## src/rtl/core/itnw_pkg.sv

```systemverilog
// package for the integer to number words block
// shared types and word codes; no dependencies
`default_nettype none

package itnw_pkg;

    localparam int unsigned VALUE_W    = 31;
    localparam int unsigned CODE_W     = 5;
    localparam int unsigned DIGITS     = 12;
    localparam int unsigned BCD_W      = DIGITS * 4;
    localparam int unsigned CONV_STEPS = VALUE_W;
    localparam int unsigned CNT_W      = 5;

    localparam logic [CODE_W-1:0] WORD_ZERO     = 5'd0;
    localparam logic [CODE_W-1:0] WORD_TEN      = 5'd10;
    localparam logic [CODE_W-1:0] WORD_TENS_OFS = 5'd18;
    localparam logic [CODE_W-1:0] WORD_HUNDRED  = 5'd28;

    typedef enum logic [1:0] {
        ST_IDLE,
        ST_CONV,
        ST_EMIT
    } state_t;

    typedef enum logic [2:0] {
        STEP_HDIGIT,
        STEP_HWORD,
        STEP_TENS,
        STEP_ONES,
        STEP_SCALE
    } step_t;

endpackage

`default_nettype wire

```

## src/rtl/core/itnw_num_if.sv

```systemverilog
// handshake channel carrying one number word
// depends on itnw_pkg
`default_nettype none

interface itnw_num_if;
    logic                               valid;
    logic                               ready;
    logic [itnw_pkg::VALUE_W-1:0]       number_value;

    modport source (output valid, output number_value, input ready);
    modport sink   (input valid, input number_value, output ready);
endinterface

`default_nettype wire

```

## src/rtl/core/itnw_word_if.sv

```systemverilog
// handshake channel carrying one spelled word code
// depends on itnw_pkg
`default_nettype none

interface itnw_word_if;
    logic                               valid;
    logic                               ready;
    logic [itnw_pkg::CODE_W-1:0]        word_code;
    logic                               last_word;

    modport source (output valid, output word_code, output last_word, input ready);
    modport sink   (input valid, input word_code, input last_word, output ready);
endinterface

`default_nettype wire

```

## src/rtl/core/integer_to_number_words_top.sv

```systemverilog
// integer to english number words: top level
// depends on itnw_pkg, itnw_num_if and itnw_word_if
//
//  channel    dir   payload                       word
//  number     in    number_value[30:0]            one integer to spell
//  spelling   out   word_code[4:0], last_word     one english word
//
// an integer goes through double-dabble conversion in one shared bcd
// adjust-and-shift unit, then 20 sequencer steps (4 groups x 5 slots),
// one word per step that yields a word; a zero input gives the single word zero
// output stalls hold the sequencer; number is ready only while idle
// reset clears the sequencer and the output valid
`default_nettype none

module integer_to_number_words_top (
    input  wire             clk,
    input  wire             rst_n,
    itnw_num_if.sink        number,
    itnw_word_if.source     spelling
);

    itnw_pkg::state_t                   state_reg, state_next;
    itnw_pkg::step_t                    step_reg, step_next;
    logic [1:0]                         group_reg, group_next;
    logic [itnw_pkg::CNT_W-1:0]         cnt_reg, cnt_next;
    logic [itnw_pkg::VALUE_W-1:0]       bin_reg, bin_next;
    logic [itnw_pkg::BCD_W-1:0]         bcd_reg, bcd_next;
    logic                               zero_reg, zero_next;
    logic                               out_valid_reg, out_valid_next;
    logic [itnw_pkg::CODE_W-1:0]        out_code_reg, out_code_next;
    logic                               out_last_reg, out_last_next;

    logic [itnw_pkg::BCD_W-1:0]         bcd_adj;
    logic [11:0]                        grp;
    logic [3:0]                         hund, tens, ones;
    logic [3:0]                         groups_nz;
    logic [3:0]                         lower_mask;
    logic                               lower_nz;
    logic                               grp_nz;
    logic                               can_load;
    logic                               has_word;
    logic [itnw_pkg::CODE_W-1:0]        cur_code;
    logic                               cur_last;

    // shared adjust unit: add 3 to every digit of 5 or more
    always_comb
    begin
        for (int i = 0; i < itnw_pkg::DIGITS; i++)
        begin
            if (bcd_reg[i*4 +: 4] >= 4'd5)
                bcd_adj[i*4 +: 4] = bcd_reg[i*4 +: 4] + 4'd3;
            else
                bcd_adj[i*4 +: 4] = bcd_reg[i*4 +: 4];
        end
    end

    always_comb
    begin
        for (int g = 0; g < 4; g++)
            groups_nz[g] = |bcd_reg[g*12 +: 12];
    end

    assign grp        = bcd_reg[group_reg*12 +: 12];
    assign hund       = grp[11:8];
    assign tens       = grp[7:4];
    assign ones       = grp[3:0];
    assign grp_nz     = groups_nz[group_reg];
    assign lower_mask = (4'b0001 << group_reg) - 4'b0001;
    assign lower_nz   = |(groups_nz & lower_mask);
    assign can_load   = !out_valid_reg || spelling.ready;

    // word of the current slot
    always_comb
    begin
        has_word = 1'b0;
        cur_code = itnw_pkg::WORD_ZERO;
        cur_last = 1'b0;
        case (step_reg)
            itnw_pkg::STEP_HDIGIT:
            begin
                has_word = (hund != 4'd0);
                cur_code = {1'b0, hund};
            end
            itnw_pkg::STEP_HWORD:
            begin
                has_word = (hund != 4'd0);
                cur_code = itnw_pkg::WORD_HUNDRED;
                cur_last = (group_reg == 2'd0) && (tens == 4'd0) && (ones == 4'd0);
            end
            itnw_pkg::STEP_TENS:
            begin
                if (tens >= 4'd2)
                begin
                    has_word = 1'b1;
                    cur_code = itnw_pkg::WORD_TENS_OFS + {1'b0, tens};
                    cur_last = (group_reg == 2'd0) && (ones == 4'd0);
                end
                else if (tens == 4'd1)
                begin
                    has_word = 1'b1;
                    cur_code = itnw_pkg::WORD_TEN + {1'b0, ones};
                    cur_last = (group_reg == 2'd0);
                end
                else
                begin
                    has_word = (ones != 4'd0);
                    cur_code = {1'b0, ones};
                    cur_last = (group_reg == 2'd0);
                end
            end
            itnw_pkg::STEP_ONES:
            begin
                has_word = (tens >= 4'd2) && (ones != 4'd0);
                cur_code = {1'b0, ones};
                cur_last = (group_reg == 2'd0);
            end
            itnw_pkg::STEP_SCALE:
            begin
                has_word = (group_reg != 2'd0) && grp_nz;
                cur_code = itnw_pkg::WORD_HUNDRED + {3'b000, group_reg};
                cur_last = !lower_nz;
            end
            default:
            begin
                has_word = 1'b0;
            end
        endcase
    end

    // sequencer
    always_comb
    begin
        state_next     = state_reg;
        step_next      = step_reg;
        group_next     = group_reg;
        cnt_next       = cnt_reg;
        bin_next       = bin_reg;
        bcd_next       = bcd_reg;
        zero_next      = zero_reg;
        out_code_next  = out_code_reg;
        out_last_next  = out_last_reg;
        out_valid_next = out_valid_reg && !spelling.ready;
        number.ready   = 1'b0;

        case (state_reg)
            itnw_pkg::ST_IDLE:
            begin
                number.ready = 1'b1;
                if (number.valid)
                begin
                    bin_next   = number.number_value;
                    bcd_next   = '0;
                    zero_next  = (number.number_value == '0);
                    cnt_next   = '0;
                    state_next = itnw_pkg::ST_CONV;
                end
            end
            itnw_pkg::ST_CONV:
            begin
                bcd_next = {bcd_adj[itnw_pkg::BCD_W-2:0], bin_reg[itnw_pkg::VALUE_W-1]};
                bin_next = bin_reg << 1;
                cnt_next = cnt_reg + 1'b1;
                if (cnt_reg == itnw_pkg::CNT_W'(itnw_pkg::CONV_STEPS - 1))
                begin
                    state_next = itnw_pkg::ST_EMIT;
                    step_next  = itnw_pkg::STEP_HDIGIT;
                    group_next = 2'd3;
                end
            end
            itnw_pkg::ST_EMIT:
            begin
                if (zero_reg)
                begin
                    if (can_load)
                    begin
                        out_valid_next = 1'b1;
                        out_code_next  = itnw_pkg::WORD_ZERO;
                        out_last_next  = 1'b1;
                        state_next     = itnw_pkg::ST_IDLE;
                    end
                end
                else if (!has_word || can_load)
                begin
                    if (has_word)
                    begin
                        out_valid_next = 1'b1;
                        out_code_next  = cur_code;
                        out_last_next  = cur_last;
                    end
                    case (step_reg)
                        itnw_pkg::STEP_HDIGIT: step_next = itnw_pkg::STEP_HWORD;
                        itnw_pkg::STEP_HWORD:  step_next = itnw_pkg::STEP_TENS;
                        itnw_pkg::STEP_TENS:   step_next = itnw_pkg::STEP_ONES;
                        itnw_pkg::STEP_ONES:   step_next = itnw_pkg::STEP_SCALE;
                        default:
                        begin
                            step_next = itnw_pkg::STEP_HDIGIT;
                            if (group_reg == 2'd0)
                                state_next = itnw_pkg::ST_IDLE;
                            else
                                group_next = group_reg - 2'd1;
                        end
                    endcase
                end
            end
            default:
            begin
                state_next = itnw_pkg::ST_IDLE;
            end
        endcase
    end

    always_ff @(posedge clk or negedge rst_n)
    begin
        if (!rst_n)
        begin
            state_reg     <= itnw_pkg::ST_IDLE;
            step_reg      <= itnw_pkg::STEP_HDIGIT;
            group_reg     <= 2'd0;
            cnt_reg       <= '0;
            out_valid_reg <= 1'b0;
        end
        else
        begin
            state_reg     <= state_next;
            step_reg      <= step_next;
            group_reg     <= group_next;
            cnt_reg       <= cnt_next;
            out_valid_reg <= out_valid_next;
        end
    end

    // payload
    always_ff @(posedge clk)
    begin
        bin_reg      <= bin_next;
        bcd_reg      <= bcd_next;
        zero_reg     <= zero_next;
        out_code_reg <= out_code_next;
        out_last_reg <= out_last_next;
    end

    assign spelling.valid     = out_valid_reg;
    assign spelling.word_code = out_code_reg;
    assign spelling.last_word = out_last_reg;

endmodule

`default_nettype wire

```

## src/flat_wrapper.sv

```systemverilog
// flat-port wrapper written by rule: the top's interface ports become plain ports
module integer_to_number_words_top_flat 
  (clk, rst_n, number_valid, number_number_value, number_ready, spelling_valid, spelling_word_code, spelling_last_word, spelling_ready);
  itnw_num_if number_i ();
  itnw_word_if spelling_i ();
  input  wire clk;
  input  wire rst_n;
  input wire logic [$bits(number_i.valid)-1:0] number_valid;
  input wire logic [$bits(number_i.number_value)-1:0] number_number_value;
  output wire logic [$bits(number_i.ready)-1:0] number_ready;
  output wire logic [$bits(spelling_i.valid)-1:0] spelling_valid;
  output wire logic [$bits(spelling_i.word_code)-1:0] spelling_word_code;
  output wire logic [$bits(spelling_i.last_word)-1:0] spelling_last_word;
  input wire logic [$bits(spelling_i.ready)-1:0] spelling_ready;
  assign number_i.valid = number_valid;
  assign number_i.number_value = number_number_value;
  assign number_ready = number_i.ready;
  assign spelling_valid = spelling_i.valid;
  assign spelling_word_code = spelling_i.word_code;
  assign spelling_last_word = spelling_i.last_word;
  assign spelling_i.ready = spelling_ready;
  integer_to_number_words_top u_core (.clk(clk), .rst_n(rst_n), .number(number_i), .spelling(spelling_i));
endmodule
```

## config.mk

```make
export PLATFORM = sky130hd
export DESIGN_NAME = integer_to_number_words_top_flat
export DESIGN_NICKNAME = d
export VERILOG_FILES = /design/src/rtl/core/itnw_pkg.sv /design/src/rtl/core/itnw_num_if.sv /design/src/rtl/core/itnw_word_if.sv /design/src/rtl/core/integer_to_number_words_top.sv /design/src/flat_wrapper.sv
export SDC_FILE = /design/constraint.sdc
export NUM_CORES = 1
export LEC_CHECK = 0
export BUFFER_PORTS_ARGS = -buffer_cell sky130_fd_sc_hd__buf_4
export CORE_MARGIN = 5
export CORE_UTILIZATION = 25
export DETAILED_ROUTE_END_ITERATION = 8
export PLACE_DENSITY = 0.42
export RECOVER_POWER = 100
export SLEW_MARGIN = 20
export SYNTH_ARGS = -nofsm -noshare
export SYNTH_HDL_FRONTEND = slang
export SYNTH_SLANG_ARGS = --single-unit
```

## constraint.sdc

```tcl
create_clock -name clk -period 4 [get_ports clk]
set_input_delay 0.4 -clock clk [delete_from_list [all_inputs] [get_ports clk]]
set_output_delay 0.4 -clock clk [all_outputs]
set_load 0.02 [all_outputs]
```

==> impl_metrics.tcl <==
set metrics [dict create \
    synth_edf_count 86 \
    ys.flop_type "edfxtp_1" \
    largest_reg_flops 48 \
    ys_ff_latch 99 \
    ir_worst_vdd_uv 280.6 \
    syn_nets 672 \
    nNetsFinal 711 \
    rows 56 \
    dp.cells 943 \
    cp-end-kind "flip-flop" \
    die_h_um 164.7 \
    fin_skew_ns 0.01240 \
    grt_pass1_vias 4416 \
    post_layout_nonfiller_instances 960 \
    yosysSeqAreaShare_pct 48.62 \
    core_um2 23540 \
    tightest_slew_ns 1.785 \
    violations "capacitance limit, slew limit" \
    drc 0 \
    slowest_delay_ns 0.82 \
    grt_pass1_wl_um 23230 \
    run_status "complete, but fails checks" \
    clkLatencyLatePin_ns 0.36 \
    cp_max_fo 15 \
    cts_max_path_buffers 2 \
    cts_max_level 3 \
    syn2layout_area_growth_pct 15.65 \
    tns_ns 0 \
    yosysWarnings 0 \
    num_antenna_cells 0 \
    port_buffers 42 \
    syn-mean-instance-area_um2 10.02 \
    syn_inst 597 \
    hp-class "in -> reg" \
    hpwl_um 10220 \
    grt_max_degree 85 \
    p_per_area_nw_per_um2 824.3 \
    crit_chain "mux4_2, or3_1, a32oi_1, o311ai_4, a21oi_1, mux2_1" \
    max_freq_mhz 293.8 \
    hold_violations 0 \
    fin_crit_ns 3.403 \
    p_leak_nw 2.803 \
    clk_pin_slew_ns 0.08 \
    critPathRequiredTime_ns 4.24 \
    drv_cap 2 \
    worstPathArrival_ns 3.64 \
    rsz0062_at_grt "no" \
    crit_slowest_cell "dfrtp_1" \
    drt_iter0_markers 217 \
    drtPass1Iterations 4 \
    synth_cell_type_count 51 \
    place_congestion 0.8105 \
    setup_viol 0 \
    cts_buffers 9 \
    postRouteAntennaNets 0 \
    fp.dieW_um 164.7 \
    cts_tree "built" \
    relSlewSlack_pct -19.02 \
    track_usage_pct 10.92 \
    cts_root_buf "clkbuf_16" \
    cts.repair.resized 0 \
    start_util_pct 25.40 \
    num_vias 4417 \
    avgRoutedWirePerCell_um 14.90 \
    final.period_utilization_pct 85.08 \
    cts_num_sinks 99 \
    antenna_found_initial 0 \
    gr-total-overflow 0 \
    synthArstFlopShare_pct 13.13 \
    layout-drive-gt1-share_pct 11.39 \
    ios 43 \
    synthesis.area_um2 5981 \
    start_kind "flip-flop" \
    timing.final.max_slew_violations 121 \
    viasPerCell 4.601 \
    dieArea_um2 27120 \
    crit_type "reg -> reg" \
    drt-total-wl_um 14310 \
]
==> synthesized netlist by cell type (all sizes together) (15+ instances only) <==
| cell | count | area share (%) |
|---|---|---|
| a21oi | 51 | 4.4 |
| inv | 31 | 1.9 |
| nor3 | 15 | 1.3 |
| o21ai | 22 | 1.8 |
| edfxtp | 86 | 43 |
| nand2b | 16 | 1.7 |
| nand2 | 134 | 8.4 |
| ha | 40 | 8.4 |
| clkbuf | 16 | 1.0 |
| nor2 | 63 | 4.0 |
==> stage by stage <==
| stage | power [mW] | setup WS (ns) | utilization, % | hold slack [ns] | cell area [um2] |
|---|---|---|---|---|---|
| floorplan | 4.120 | 0.7312 | - | 0.1044 | 5981 |
| global placement | 4.734 | 0.7331 | 28.24 | 0.2533 | 6649 |
| detailed placement | 4.820 | 0.6325 | 28.24 | 0.2584 | 6649 |
| CTS | 5.791 | 0.6188 | 29.63 | 0.2959 | 6977 |
| global route | 6.221 | 0.3606 | 29.38 | 0.2995 | 6917 |
| finish | 5.701 | 0.5968 | 29.38 | 0.3131 | 6917 |
==> placed cells by master (no fill, tap or decap), types with 15 or more instances in the layout <==
cell / netlist / routed
a21oi_1: 49 / 51
buf_4: 0 / 34
edfxtp_1: 86 / 86
ha_1: 40 / 40
inv_1: 31 / 31
nand2_1: 134 / 133
nand2b_1: 16 / 15
nor2_1: 63 / 63
nor3_1: 15 / 15
o21ai_0: 22 / 22
==> critical path: cells and delay by family, from the launching register on <==
kind,cells,cell delay [ns]
AO/OA/AOI/OAI,3,0.92
multiplexers,2,1.00
flip-flops,1,0.82
AND/OR/NAND/NOR,1,0.56
==> routing by layer <==
| metal | global-route usage (%) | share of wire, % | wire, um | up-vias |
|---|---|---|---|---|
| li1 | - | - | - | 2172 |
| met1 | 14.41 | 47 | 6675 | 2158 |
| met2 | 17.80 | 47 | 6777 | 70 |
| met3 | 2.471 | 3.8 | 541 | 17 |
| met4 | 3.516 | 2.2 | 312 | 0 |
| met5 | 0 | 0 | 0 | - |
==> where the power goes <==
group | leakage, nW | internal, mW | switching, mW
Sequential | 1.10 | 1.85 | 0.472
Combinational | 1.55 | 1.01 | 1.44
Clock | 0.156 | 0.504 | 0.436
Total | 2.80 | 3.36 | 2.34
==> final cells by class <==
cell class,instances,area (um2)
flip-flops and latches,99,2908
fillers,2498,16630
clock inverters,7,92.59
clock buffers,9,225.2
multi-input cells,446,2853
inverters,31,116.4
repair buffers,49,322.8
well taps,319,399.1
==> worst paths after layout <==
check / cells past startpoint / end / slack (ns) / startpoint
min in group asynchronous: 2 / u_core.step_reg[0]$_DFFE_PN0P_ / 0.62 / rst_n
worst min register to register: 2 / u_core.bin_reg[15]$_DFFE_PP_ / 0.51 / u_core.bin_reg[14]$_DFFE_PP_
max in group asynchronous: 2 / u_core.step_reg[1]$_DFFE_PN0P_ / 2.90 / rst_n
worst min-delay path: 3 / u_core.bin_reg[1]$_DFFE_PP_ / 0.31 / number_number_value[1]
worst max register to register: 6 / u_core.step_reg[0]$_DFFE_PN0P_ / 0.60 / u_core.group_reg[0]$_DFFE_PN0P_
worst max-delay path: 6 / u_core.step_reg[0]$_DFFE_PN0P_ / 0.60 / u_core.group_reg[0]$_DFFE_PN0P_
==> timing repair <==
action	in CTS	in global routing
hold buffers	1	0
endpoints found under the hold margin	13	0
setup buffers	0	0
==> cells by family (layout without fill, tap and decap cells) <==
family	count (synthesis)	count (layout)	synth area share [%]
adder cells (fa/ha/maj)	40	40	8.368
AO/OA/AOI/OAI	92	92	9.519
multiplexers	18	18	5.858
buffers and inverters	52	96	3.682
XOR/XNOR	26	26	3.808
AND/OR/NAND/NOR	270	270	20.15
flip-flops	99	99	48.62
Power figures use the tool's default switching activity.
